**src/sv/pcs_pkg.sv**
```systemverilog
// Package for the prescale/count search block: widths, reset values,
// register indexes and the command/status bundles between controller and datapath.
package pcs_pkg;

    localparam int TICKS_BITS     = 32;
    localparam int PRESCALE_BITS  = 16;
    localparam int WIDTH_BITS     = 6;
    localparam int CFG_INDEX_BITS = 1;
    localparam int CFG_DATA_BITS  = 16;
    localparam int DIV_CNT_BITS   = $clog2(TICKS_BITS);
    localparam int PROD_BITS      = TICKS_BITS + PRESCALE_BITS;

    localparam logic [WIDTH_BITS-1:0]    WIDTH_RESET = 6'd8;
    localparam logic [PRESCALE_BITS-1:0] LIMIT_RESET = 16'hff;

    // Configuration register indexes
    localparam logic [CFG_INDEX_BITS-1:0] REG_COUNTER_WIDTH  = 1'b0;
    localparam logic [CFG_INDEX_BITS-1:0] REG_PRESCALE_LIMIT = 1'b1;

    // Which value the result register takes
    typedef enum logic [1:0] {
        RES_FIT,
        RES_FAIL,
        RES_BEST
    } res_sel_t;

    // Controller to datapath
    typedef struct packed {
        logic     load;
        logic     div_min;
        logic     init_scan;
        logic     div_cand;
        logic     capture;
        logic     update;
        logic     p_inc;
        logic     out_load;
        res_sel_t res_sel;
    } pcs_cmd_t;

    // Datapath to controller
    typedef struct packed {
        logic fits;
        logic div_done;
        logic over_limit;
        logic zero_err;
        logic last_p;
        logic out_free;
    } pcs_sts_t;

endpackage

```
**src/sv/pcs_div.sv**
```systemverilog
// Restoring divider, one quotient bit per cycle.
// Depends on pcs_pkg for the operand width.
module pcs_div
    import pcs_pkg::*;
(
    input  logic                  clk,
    input  logic                  rst_n,
    input  logic                  start,
    input  logic [TICKS_BITS-1:0] num,
    input  logic [TICKS_BITS-1:0] den,
    output logic                  done,
    output logic [TICKS_BITS-1:0] quo,
    output logic [TICKS_BITS-1:0] rem
);

    logic                    busy_reg;
    logic                    done_reg;
    logic [DIV_CNT_BITS-1:0] cnt_reg;
    logic [TICKS_BITS-1:0]   rem_reg;
    logic [TICKS_BITS-1:0]   quo_reg;
    logic [TICKS_BITS-1:0]   den_reg;
    logic [TICKS_BITS:0]     shifted;
    logic [TICKS_BITS:0]     diff;
    logic                    ge;
    logic [TICKS_BITS-1:0]   rem_next;

    // Shift in the next numerator bit and trial-subtract the divisor
    always_comb
    begin
        shifted  = {rem_reg, quo_reg[TICKS_BITS-1]};
        diff     = shifted - {1'b0, den_reg};
        ge       = !diff[TICKS_BITS];
        rem_next = ge ? diff[TICKS_BITS-1:0] : shifted[TICKS_BITS-1:0];
    end

    // Sequence the steps and flag the last one
    always_ff @(posedge clk or negedge rst_n)
    begin
        if (!rst_n)
        begin
            busy_reg <= 1'b0;
            done_reg <= 1'b0;
            cnt_reg  <= '0;
        end
        else
        begin
            done_reg <= 1'b0;
            if (start)
            begin
                busy_reg <= 1'b1;
                cnt_reg  <= DIV_CNT_BITS'(TICKS_BITS - 1);
            end
            else if (busy_reg)
            begin
                if (cnt_reg == '0)
                begin
                    busy_reg <= 1'b0;
                    done_reg <= 1'b1;
                end
                else
                begin
                    cnt_reg <= cnt_reg - 1'b1;
                end
            end
        end
    end

    // Partial remainder and quotient
    always_ff @(posedge clk)
    begin
        if (start)
        begin
            rem_reg <= '0;
            quo_reg <= num;
            den_reg <= den;
        end
        else if (busy_reg)
        begin
            rem_reg <= rem_next;
            quo_reg <= {quo_reg[TICKS_BITS-2:0], ge};
        end
    end

    assign done = done_reg;
    assign quo  = quo_reg;
    assign rem  = rem_reg;

endmodule

```
**src/sv/pcs_datapath.sv**
```systemverilog
// Datapath of the prescale/count search: configuration registers, divider,
// candidate evaluation, best-candidate tracking and the result register.
// Depends on pcs_pkg and pcs_div.
module pcs_datapath
    import pcs_pkg::*;
(
    input  logic                      clk,
    input  logic                      rst_n,
    input  logic                      cfg_valid,
    input  logic [CFG_INDEX_BITS-1:0] cfg_index,
    input  logic [CFG_DATA_BITS-1:0]  cfg_data,
    input  logic [TICKS_BITS-1:0]     ticks,
    input  pcs_cmd_t                  cmd,
    output pcs_sts_t                  sts,
    input  logic                      out_ready,
    output logic                      out_valid,
    output logic [PRESCALE_BITS-1:0]  prescale,
    output logic [TICKS_BITS-1:0]     count,
    output logic                      status
);

    logic [WIDTH_BITS-1:0]    width_reg;
    logic [PRESCALE_BITS-1:0] limit_reg;
    logic [TICKS_BITS-1:0]    ticks_reg;
    logic [TICKS_BITS-1:0]    lim_reg;
    logic [PRESCALE_BITS-1:0] p_reg;
    logic [PROD_BITS-1:0]     prod_reg;
    logic [TICKS_BITS-1:0]    c_reg;
    logic [TICKS_BITS-1:0]    e_reg;
    logic [TICKS_BITS-1:0]    best_err_reg;
    logic [TICKS_BITS-1:0]    best_c_reg;
    logic [PRESCALE_BITS-1:0] best_p_reg;
    logic                     found_reg;
    logic                     out_valid_reg;
    logic [PRESCALE_BITS-1:0] prescale_reg;
    logic [TICKS_BITS-1:0]    count_reg;
    logic                     status_reg;

    logic [WIDTH_BITS-1:0]    w_eff;
    logic [WIDTH_BITS-1:0]    lim_shift;
    logic [TICKS_BITS-1:0]    lim_next;
    logic                     div_start;
    logic [TICKS_BITS-1:0]    div_den;
    logic                     div_done;
    logic [TICKS_BITS-1:0]    div_quo;
    logic [TICKS_BITS-1:0]    div_rem;
    logic                     clamp;

    // Configuration registers
    always_ff @(posedge clk or negedge rst_n)
    begin
        if (!rst_n)
        begin
            width_reg <= WIDTH_RESET;
            limit_reg <= LIMIT_RESET;
        end
        else if (cfg_valid)
        begin
            unique case (cfg_index)
                REG_COUNTER_WIDTH:  width_reg <= cfg_data[WIDTH_BITS-1:0];
                REG_PRESCALE_LIMIT: limit_reg <= cfg_data[PRESCALE_BITS-1:0];
                default: ;
            endcase
        end
    end

    // Clamp the width to 1..TICKS_BITS and build the count limit mask
    always_comb
    begin
        if (width_reg == '0)
            w_eff = WIDTH_BITS'(1);
        else if (width_reg > WIDTH_BITS'(TICKS_BITS))
            w_eff = WIDTH_BITS'(TICKS_BITS);
        else
            w_eff = width_reg;
        lim_shift = WIDTH_BITS'(TICKS_BITS) - w_eff;
        lim_next  = {TICKS_BITS{1'b1}} >> lim_shift;
    end

    // Shared divider: ticks / limit for the first prescale, ticks / p per candidate
    assign div_start = cmd.div_min || cmd.div_cand;
    assign div_den   = cmd.div_min ? lim_reg
                                   : {{(TICKS_BITS-PRESCALE_BITS){1'b0}}, p_reg};

    pcs_div u_div (
        .clk   (clk),
        .rst_n (rst_n),
        .start (div_start),
        .num   (ticks_reg),
        .den   (div_den),
        .done  (div_done),
        .quo   (div_quo),
        .rem   (div_rem)
    );

    assign clamp = div_quo > lim_reg;

    // Operand, candidate and best-candidate registers
    always_ff @(posedge clk)
    begin
        prod_reg <= lim_reg * p_reg;
        if (cmd.load)
        begin
            ticks_reg <= ticks;
            lim_reg   <= lim_next;
        end
        if (cmd.init_scan)
        begin
            p_reg        <= div_quo[PRESCALE_BITS-1:0];
            best_err_reg <= ticks_reg;
        end
        else if (cmd.p_inc)
        begin
            p_reg <= p_reg + 1'b1;
        end
        if (cmd.capture)
        begin
            c_reg <= clamp ? lim_reg : div_quo;
            e_reg <= clamp ? ticks_reg - prod_reg[TICKS_BITS-1:0] : div_rem;
        end
        if (cmd.update && (e_reg < best_err_reg))
        begin
            best_err_reg <= e_reg;
            best_c_reg   <= c_reg;
            best_p_reg   <= p_reg;
        end
    end

    // Track whether any candidate improved on the start value
    always_ff @(posedge clk or negedge rst_n)
    begin
        if (!rst_n)
            found_reg <= 1'b0;
        else if (cmd.init_scan)
            found_reg <= 1'b0;
        else if (cmd.update && (e_reg < best_err_reg))
            found_reg <= 1'b1;
    end

    // Result register valid flag: set on load, drop on acceptance
    always_ff @(posedge clk or negedge rst_n)
    begin
        if (!rst_n)
            out_valid_reg <= 1'b0;
        else if (cmd.out_load)
            out_valid_reg <= 1'b1;
        else if (out_ready)
            out_valid_reg <= 1'b0;
    end

    // Result payload
    always_ff @(posedge clk)
    begin
        if (cmd.out_load)
        begin
            unique case (cmd.res_sel)
                RES_FIT:
                begin
                    prescale_reg <= PRESCALE_BITS'(1);
                    count_reg    <= ticks_reg;
                    status_reg   <= 1'b0;
                end
                RES_BEST:
                begin
                    prescale_reg <= found_reg ? best_p_reg : '0;
                    count_reg    <= found_reg ? best_c_reg : '0;
                    status_reg   <= !found_reg;
                end
                default:
                begin
                    prescale_reg <= '0;
                    count_reg    <= '0;
                    status_reg   <= 1'b1;
                end
            endcase
        end
    end

    // Status toward the controller
    always_comb
    begin
        sts.fits       = ticks_reg <= lim_reg;
        sts.div_done   = div_done;
        sts.over_limit = div_quo > {{(TICKS_BITS-PRESCALE_BITS){1'b0}}, limit_reg};
        sts.zero_err   = e_reg == '0;
        sts.last_p     = p_reg == limit_reg;
        sts.out_free   = !out_valid_reg || out_ready;
    end

    assign out_valid = out_valid_reg;
    assign prescale  = prescale_reg;
    assign count     = count_reg;
    assign status    = status_reg;

endmodule

```
**src/sv/pcs_ctrl.sv**
```systemverilog
// Controller of the prescale/count search: sequences the fit check, the
// minimum-prescale division, the candidate scan and the result hand-off.
// Depends on pcs_pkg.
module pcs_ctrl
    import pcs_pkg::*;
(
    input  logic     clk,
    input  logic     rst_n,
    input  logic     in_valid,
    output logic     in_ready,
    input  pcs_sts_t sts,
    output pcs_cmd_t cmd
);

    typedef enum logic [2:0] {
        ST_IDLE,
        ST_CHECK,
        ST_DIV_MIN,
        ST_SCAN_START,
        ST_DIV_CAND,
        ST_UPDATE,
        ST_DONE
    } state_t;

    state_t   state_reg;
    state_t   state_next;
    res_sel_t sel_reg;
    res_sel_t sel_next;

    assign in_ready = state_reg == ST_IDLE;

    // Next state and commands
    always_comb
    begin
        state_next  = state_reg;
        sel_next    = sel_reg;
        cmd         = '0;
        cmd.res_sel = sel_reg;
        unique case (state_reg)
            ST_IDLE:
            begin
                if (in_valid)
                begin
                    cmd.load   = 1'b1;
                    state_next = ST_CHECK;
                end
            end
            ST_CHECK:
            begin
                if (sts.fits)
                begin
                    sel_next   = RES_FIT;
                    state_next = ST_DONE;
                end
                else
                begin
                    cmd.div_min = 1'b1;
                    state_next  = ST_DIV_MIN;
                end
            end
            ST_DIV_MIN:
            begin
                if (sts.div_done)
                begin
                    if (sts.over_limit)
                    begin
                        sel_next   = RES_FAIL;
                        state_next = ST_DONE;
                    end
                    else
                    begin
                        cmd.init_scan = 1'b1;
                        state_next    = ST_SCAN_START;
                    end
                end
            end
            ST_SCAN_START:
            begin
                cmd.div_cand = 1'b1;
                state_next   = ST_DIV_CAND;
            end
            ST_DIV_CAND:
            begin
                if (sts.div_done)
                begin
                    cmd.capture = 1'b1;
                    state_next  = ST_UPDATE;
                end
            end
            ST_UPDATE:
            begin
                cmd.update = 1'b1;
                if (sts.zero_err || sts.last_p)
                begin
                    sel_next   = RES_BEST;
                    state_next = ST_DONE;
                end
                else
                begin
                    cmd.p_inc  = 1'b1;
                    state_next = ST_SCAN_START;
                end
            end
            ST_DONE:
            begin
                if (sts.out_free)
                begin
                    cmd.out_load = 1'b1;
                    state_next   = ST_IDLE;
                end
            end
            default:
            begin
                state_next = ST_IDLE;
            end
        endcase
    end

    // State and result selection
    always_ff @(posedge clk or negedge rst_n)
    begin
        if (!rst_n)
        begin
            state_reg <= ST_IDLE;
            sel_reg   <= RES_FAIL;
        end
        else
        begin
            state_reg <= state_next;
            sel_reg   <= sel_next;
        end
    end

endmodule

```
**src/sv/prescale_count_search_top.sv**
```systemverilog
// Prescale/count search: for a tick total, returns the prescale p and count c
// (c <= 2^width-1) whose product comes closest to the total from below; one
// item at a time. A total that fits the count limit gives its result after the
// fit check. Otherwise a 32-step divider finds the minimum prescale, and a
// rejected total gives its result once that division is done. Each scanned
// prescale costs another division plus capture and update, with up to
// prescale_limit - pmin + 1 candidates, ending early at zero error. The block
// is ready for the next item once the result is loaded; a result not yet taken
// stalls the block, once the next result is ready, until it is taken.
// The shared divider works one quotient bit per cycle.
// Depends on pcs_pkg, pcs_ctrl, pcs_datapath and pcs_div.
module prescale_count_search_top
    import pcs_pkg::*;
(
    input  logic                      clk,
    input  logic                      rst_n,
    input  logic                      cfg_valid,
    output logic                      cfg_ready,
    input  logic [CFG_INDEX_BITS-1:0] cfg_index,
    input  logic [CFG_DATA_BITS-1:0]  cfg_data,
    input  logic                      in_valid,
    output logic                      in_ready,
    input  logic [TICKS_BITS-1:0]     ticks,
    output logic                      out_valid,
    input  logic                      out_ready,
    output logic [PRESCALE_BITS-1:0]  prescale,
    output logic [TICKS_BITS-1:0]     count,
    output logic                      status
);

    pcs_cmd_t cmd;
    pcs_sts_t sts;

    // Register writes are taken in any cycle
    assign cfg_ready = 1'b1;

    pcs_ctrl u_ctrl (
        .clk      (clk),
        .rst_n    (rst_n),
        .in_valid (in_valid),
        .in_ready (in_ready),
        .sts      (sts),
        .cmd      (cmd)
    );

    pcs_datapath u_dp (
        .clk       (clk),
        .rst_n     (rst_n),
        .cfg_valid (cfg_valid),
        .cfg_index (cfg_index),
        .cfg_data  (cfg_data),
        .ticks     (ticks),
        .cmd       (cmd),
        .sts       (sts),
        .out_ready (out_ready),
        .out_valid (out_valid),
        .prescale  (prescale),
        .count     (count),
        .status    (status)
    );

endmodule

```
**config.mk**
```make
export PLATFORM = sky130hd
export DESIGN_NAME = prescale_count_search_top
export DESIGN_NICKNAME = d
export VERILOG_FILES = /design/src/sv/pcs_pkg.sv /design/src/sv/pcs_div.sv /design/src/sv/pcs_datapath.sv /design/src/sv/pcs_ctrl.sv /design/src/sv/prescale_count_search_top.sv
export SDC_FILE = /design/constraint.sdc
export NUM_CORES = 2
export LEC_CHECK = 0
export ABC_CLOCK_PERIOD_IN_PS = 20400
export BUFFER_PORTS_ARGS = -buffer_cell sky130_fd_sc_hd__buf_2
export CORE_MARGIN = 3
export CORE_UTILIZATION = 40
export CTS_CLUSTER_DIAMETER = 30
export CTS_CLUSTER_SIZE = 16
export DETAILED_ROUTE_END_ITERATION = 8
export PLACE_DENSITY_LB_ADDON = 0.1
export SYNTH_ARGS = -nofsm -noshare
export SYNTH_HDL_FRONTEND = slang
export SYNTH_SLANG_ARGS = --single-unit
```
**constraint.sdc**
```tcl
create_clock -name clk -period 20.4 [get_ports clk]
set_input_delay 5.1 -clock clk [delete_from_list [all_inputs] [get_ports clk]]
set_output_delay 5.1 -clock clk [all_outputs]
set_load 0.05 [all_outputs]
```
==> results.py <==
metrics = {
    "timing": {
        "relSlewSlack_pct": 23.1,
        "fin_crit_sh_pct": 34.6,
        "rsz0062_at_grt": "false",
        "setup_viol": 0,
        "period_needed_ns": 7.05,
        "skew_ns": 0.0533,
        "hold_viol_final": 0,
        "worst_pin_slew_ns": 1.15,
        "slew_viol_final": 0,
        "max_freq_mhz": 142,
        "setup_tns_ns": 0,
    },
    "placed_design": {
        "dp_hpwl_mm": 80.2,
        "dp.cells": 4536,
        "dpl-instance-area_mm2": 0.0365,
        "gp_congestion": 0.920,
        "portBuffers": 104,
    },
    "clock_tree": {
        "h-tree-depth": 3,
        "cts_tree": "yes",
        "clock_path_buffers": 3,
        "clk_latency_ns": 0.68,
        "path_clk_slew_ns": 0.05,
        "numCtsBuffers": 110,
        "cts_hold_buffers": 0,
        "postCtsResizedCells": 0,
        "cts_sinks": 437,
        "cts_setup_buffers": 0,
        "cts-root-buf": "clkbuf_16",
    },
    "synth": {
        "synth_ff_type": "edfxtp_1",
        "synth.most_common_cell": "inv_1",
        "syn_area_per_cell_um2": 10.2,
        "yosysWarnings": 0,
        "synth_edf_count": 337,
        "synth_top_area_share_pct": 29.2,
        "async_flop_share_pct": 8.24,
        "ys_types": 76,
        "synthCells": 3390,
        "synth-seq-cells": 437,
        "synth_area_leaders": "edfxtp_1, fa_1, ha_1, inv_1, nand2_1",
        "yosys.area.top_type": "edfxtp_1",
        "syn_area_mm2": 0.0347,
        "synth.cells.most_frequent": "inv_1, nand2_1, edfxtp_1",
        "seq_area_frac_synth_pct": 35.5,
    },
    "route": {
        "totalWireLength_mm": 108,
        "num_vias": 25100,
        "first_pass_iters": 7,
        "wire_per_inst_um": 22.7,
        "post_drt_via_cell_ratio": 5.29,
        "drtIter0Drc": 1783,
        "drc_errors": 0,
        "antenna_left": 0,
    },
    "worst_setup_path": {
        "crit_path_top_delay_cell": "dfrtp_1",
        "worst_path_largest_cell_delay_ns": 0.50,
        "crit_arrival_ns": 1.95,
        "cp_cell_sequence": "nor3_1 > buf_2",
        "r2r_start": "u_dp.p_reg[1]$_DFFE_PP_",
        "worst-path-max-fanout": 11,
        "worstSetupStartpoint": "u_ctrl.state_reg[2]$_DFFE_PN0P_",
        "cp-start-kind": "flip-flop",
        "endpoint_kind": "primary output",
        "cp.required_ns": 15.30,
        "crit_type": "reg2out",
    },
    "worst_hold_path": {
        "hp-start": "u_dp.c_reg[26]$_DFFE_PP_",
        "min_path_type": "reg2reg",
    },
    "status": {
        "status": "completed",
    },
    "run": {
        "max-cap-violations": 0,
    },
    "global_route": {
        "grt_pass1_wl_mm": 164,
        "grt_usage_pct": 24.2,
        "grt_pass1_vias": 26400,
        "grt_overflow": 0,
        "grt_start_max_net_pins": 74,
        "antenna_found_initial": 5,
    },
    "final_layout": {
        "ff_latch_area_mm2": 0.0123,
        "layout-drive-gt1-share_pct": 14.3,
        "fin_util_pct": 47.2,
        "fin_area_mm2": 0.0404,
        "final_cells": 4747,
        "n_fill_cell": 7920,
        "final_nets": 4110,
        "multiInputGateArea_mm2": 0.0198,
        "area_growth_pct": 16.4,
    },
    "die": {
        "die_w_um": 300,
        "die_y_um": 300,
        "start_util_pct": 40.5,
        "core_mm2": 0.0855,
        "rows": 107,
        "io_pins": 106,
        "die_area_mm2": 0.0903,
    },
    "pwr": {
        "ir_drop_mv": 0.112,
        "p_leak_nw": 18.0,
        "powerDensity_mw_per_mm2": 137,
    },
}
-- power breakdown --
part / internal [mW] / total [mW] / switching [mW]
logic: 1.06 / 2.54 / 1.48
clock network: 1.21 / 1.79 / 0.580
registers: 1.11 / 1.21 / 0.101
total: 3.39 / 5.55 / 2.16
-- per-stage QoR --
step	worst slack (ns)	hold slack [ns]	power, mW
2_1_floorplan	12.27	0.400	3.04
3_3_place_gp	13.55	0.402	3.71
3_5_place_dp	13.47	0.405	3.75
4_1_cts	13.31	0.403	5.57
5_1_grt	13.09	0.419	5.93
6_report	13.35	0.413	5.55
-- worst paths after layout --
path,slack [ns],cells after the start,end
setup / recovery,13.35,2,in_ready
hold / removal,0.41,0,u_dp.best_c_reg[26]$_DFFE_PP_
setup reg to reg,13.48,20,u_dp.prod_reg[30]$_DFF_P_
hold reg to reg,0.41,0,u_dp.best_c_reg[26]$_DFFE_PP_
max in group asynchronous,15.27,1,u_dp.u_div.busy_reg$_DFF_PN0_
min in group asynchronous,4.54,1,u_dp.out_valid$_DFFE_PN0P_
-- placed cells by master, fill, tap and decap left out, drive strengths merged, types with 18 or more instances in the layout --
cell type	synthesis	layout
xnor2	101	101
nor4	20	20
o21a	18	18
nand2	420	420
a22o	32	32
nor2	115	115
edfxtp	337	337
mux2	129	129
xor2	38	38
buf	26	154
clkbuf	127	130
and3	19	19
nand3	37	37
a21o	60	60
o21ai	102	102
mux2i	30	30
clkinv	0	44
nand4	37	37
fa	306	306
and2	187	187
ha	246	246
a21oi	135	135
dfrtp	26	26
inv	532	543
nand2b	21	21
nor3	35	35
dfxtp	64	64
nor2b	25	25
-- cell type report --
type                       count  share of cell area [%]
multi-input combinational   2269                    49.1
timing repair buffer         154                    2.22
clock inverter                79                    2.30
inverter                     532                    4.95
clock buffer                 130                    7.39
tap                         1144                    3.54
sequential                   437                    30.5
antenna                        2                  0.0124
-- cell families after synthesis --
group	count (synthesis)	share of synthesized area, %
DFF	437	35.5
other	1	0.0108
xor gates and xnor gates	139	3.51
and+or+nand+nor	947	13.1
buffers and inverters	685	7.48
muxes	159	5.05
adders and majority gates	552	26.5
AOI/OAI and AO/OA	470	8.84
-- metal layers --
layer | GRT usage [%] | vias up | part of all wire [%]
met5 | 0 | - | 0.012
met4 | 7.96 | 2 | 3.1
met3 | 3.52 | 188 | 4.9
met2 | 40.0 | 672 | 48
met1 | 32.8 | 12700 | 44
li1 | - | 11500 | -
-- worst max-delay path, delay by kind of cell (launching register included) --
kind	cells	cell delay [ns]
DFF	1	0.50
and+or+nand+nor	1	0.43
buffers and inverters	1	0.35
(Power assumes the default switching activity.)
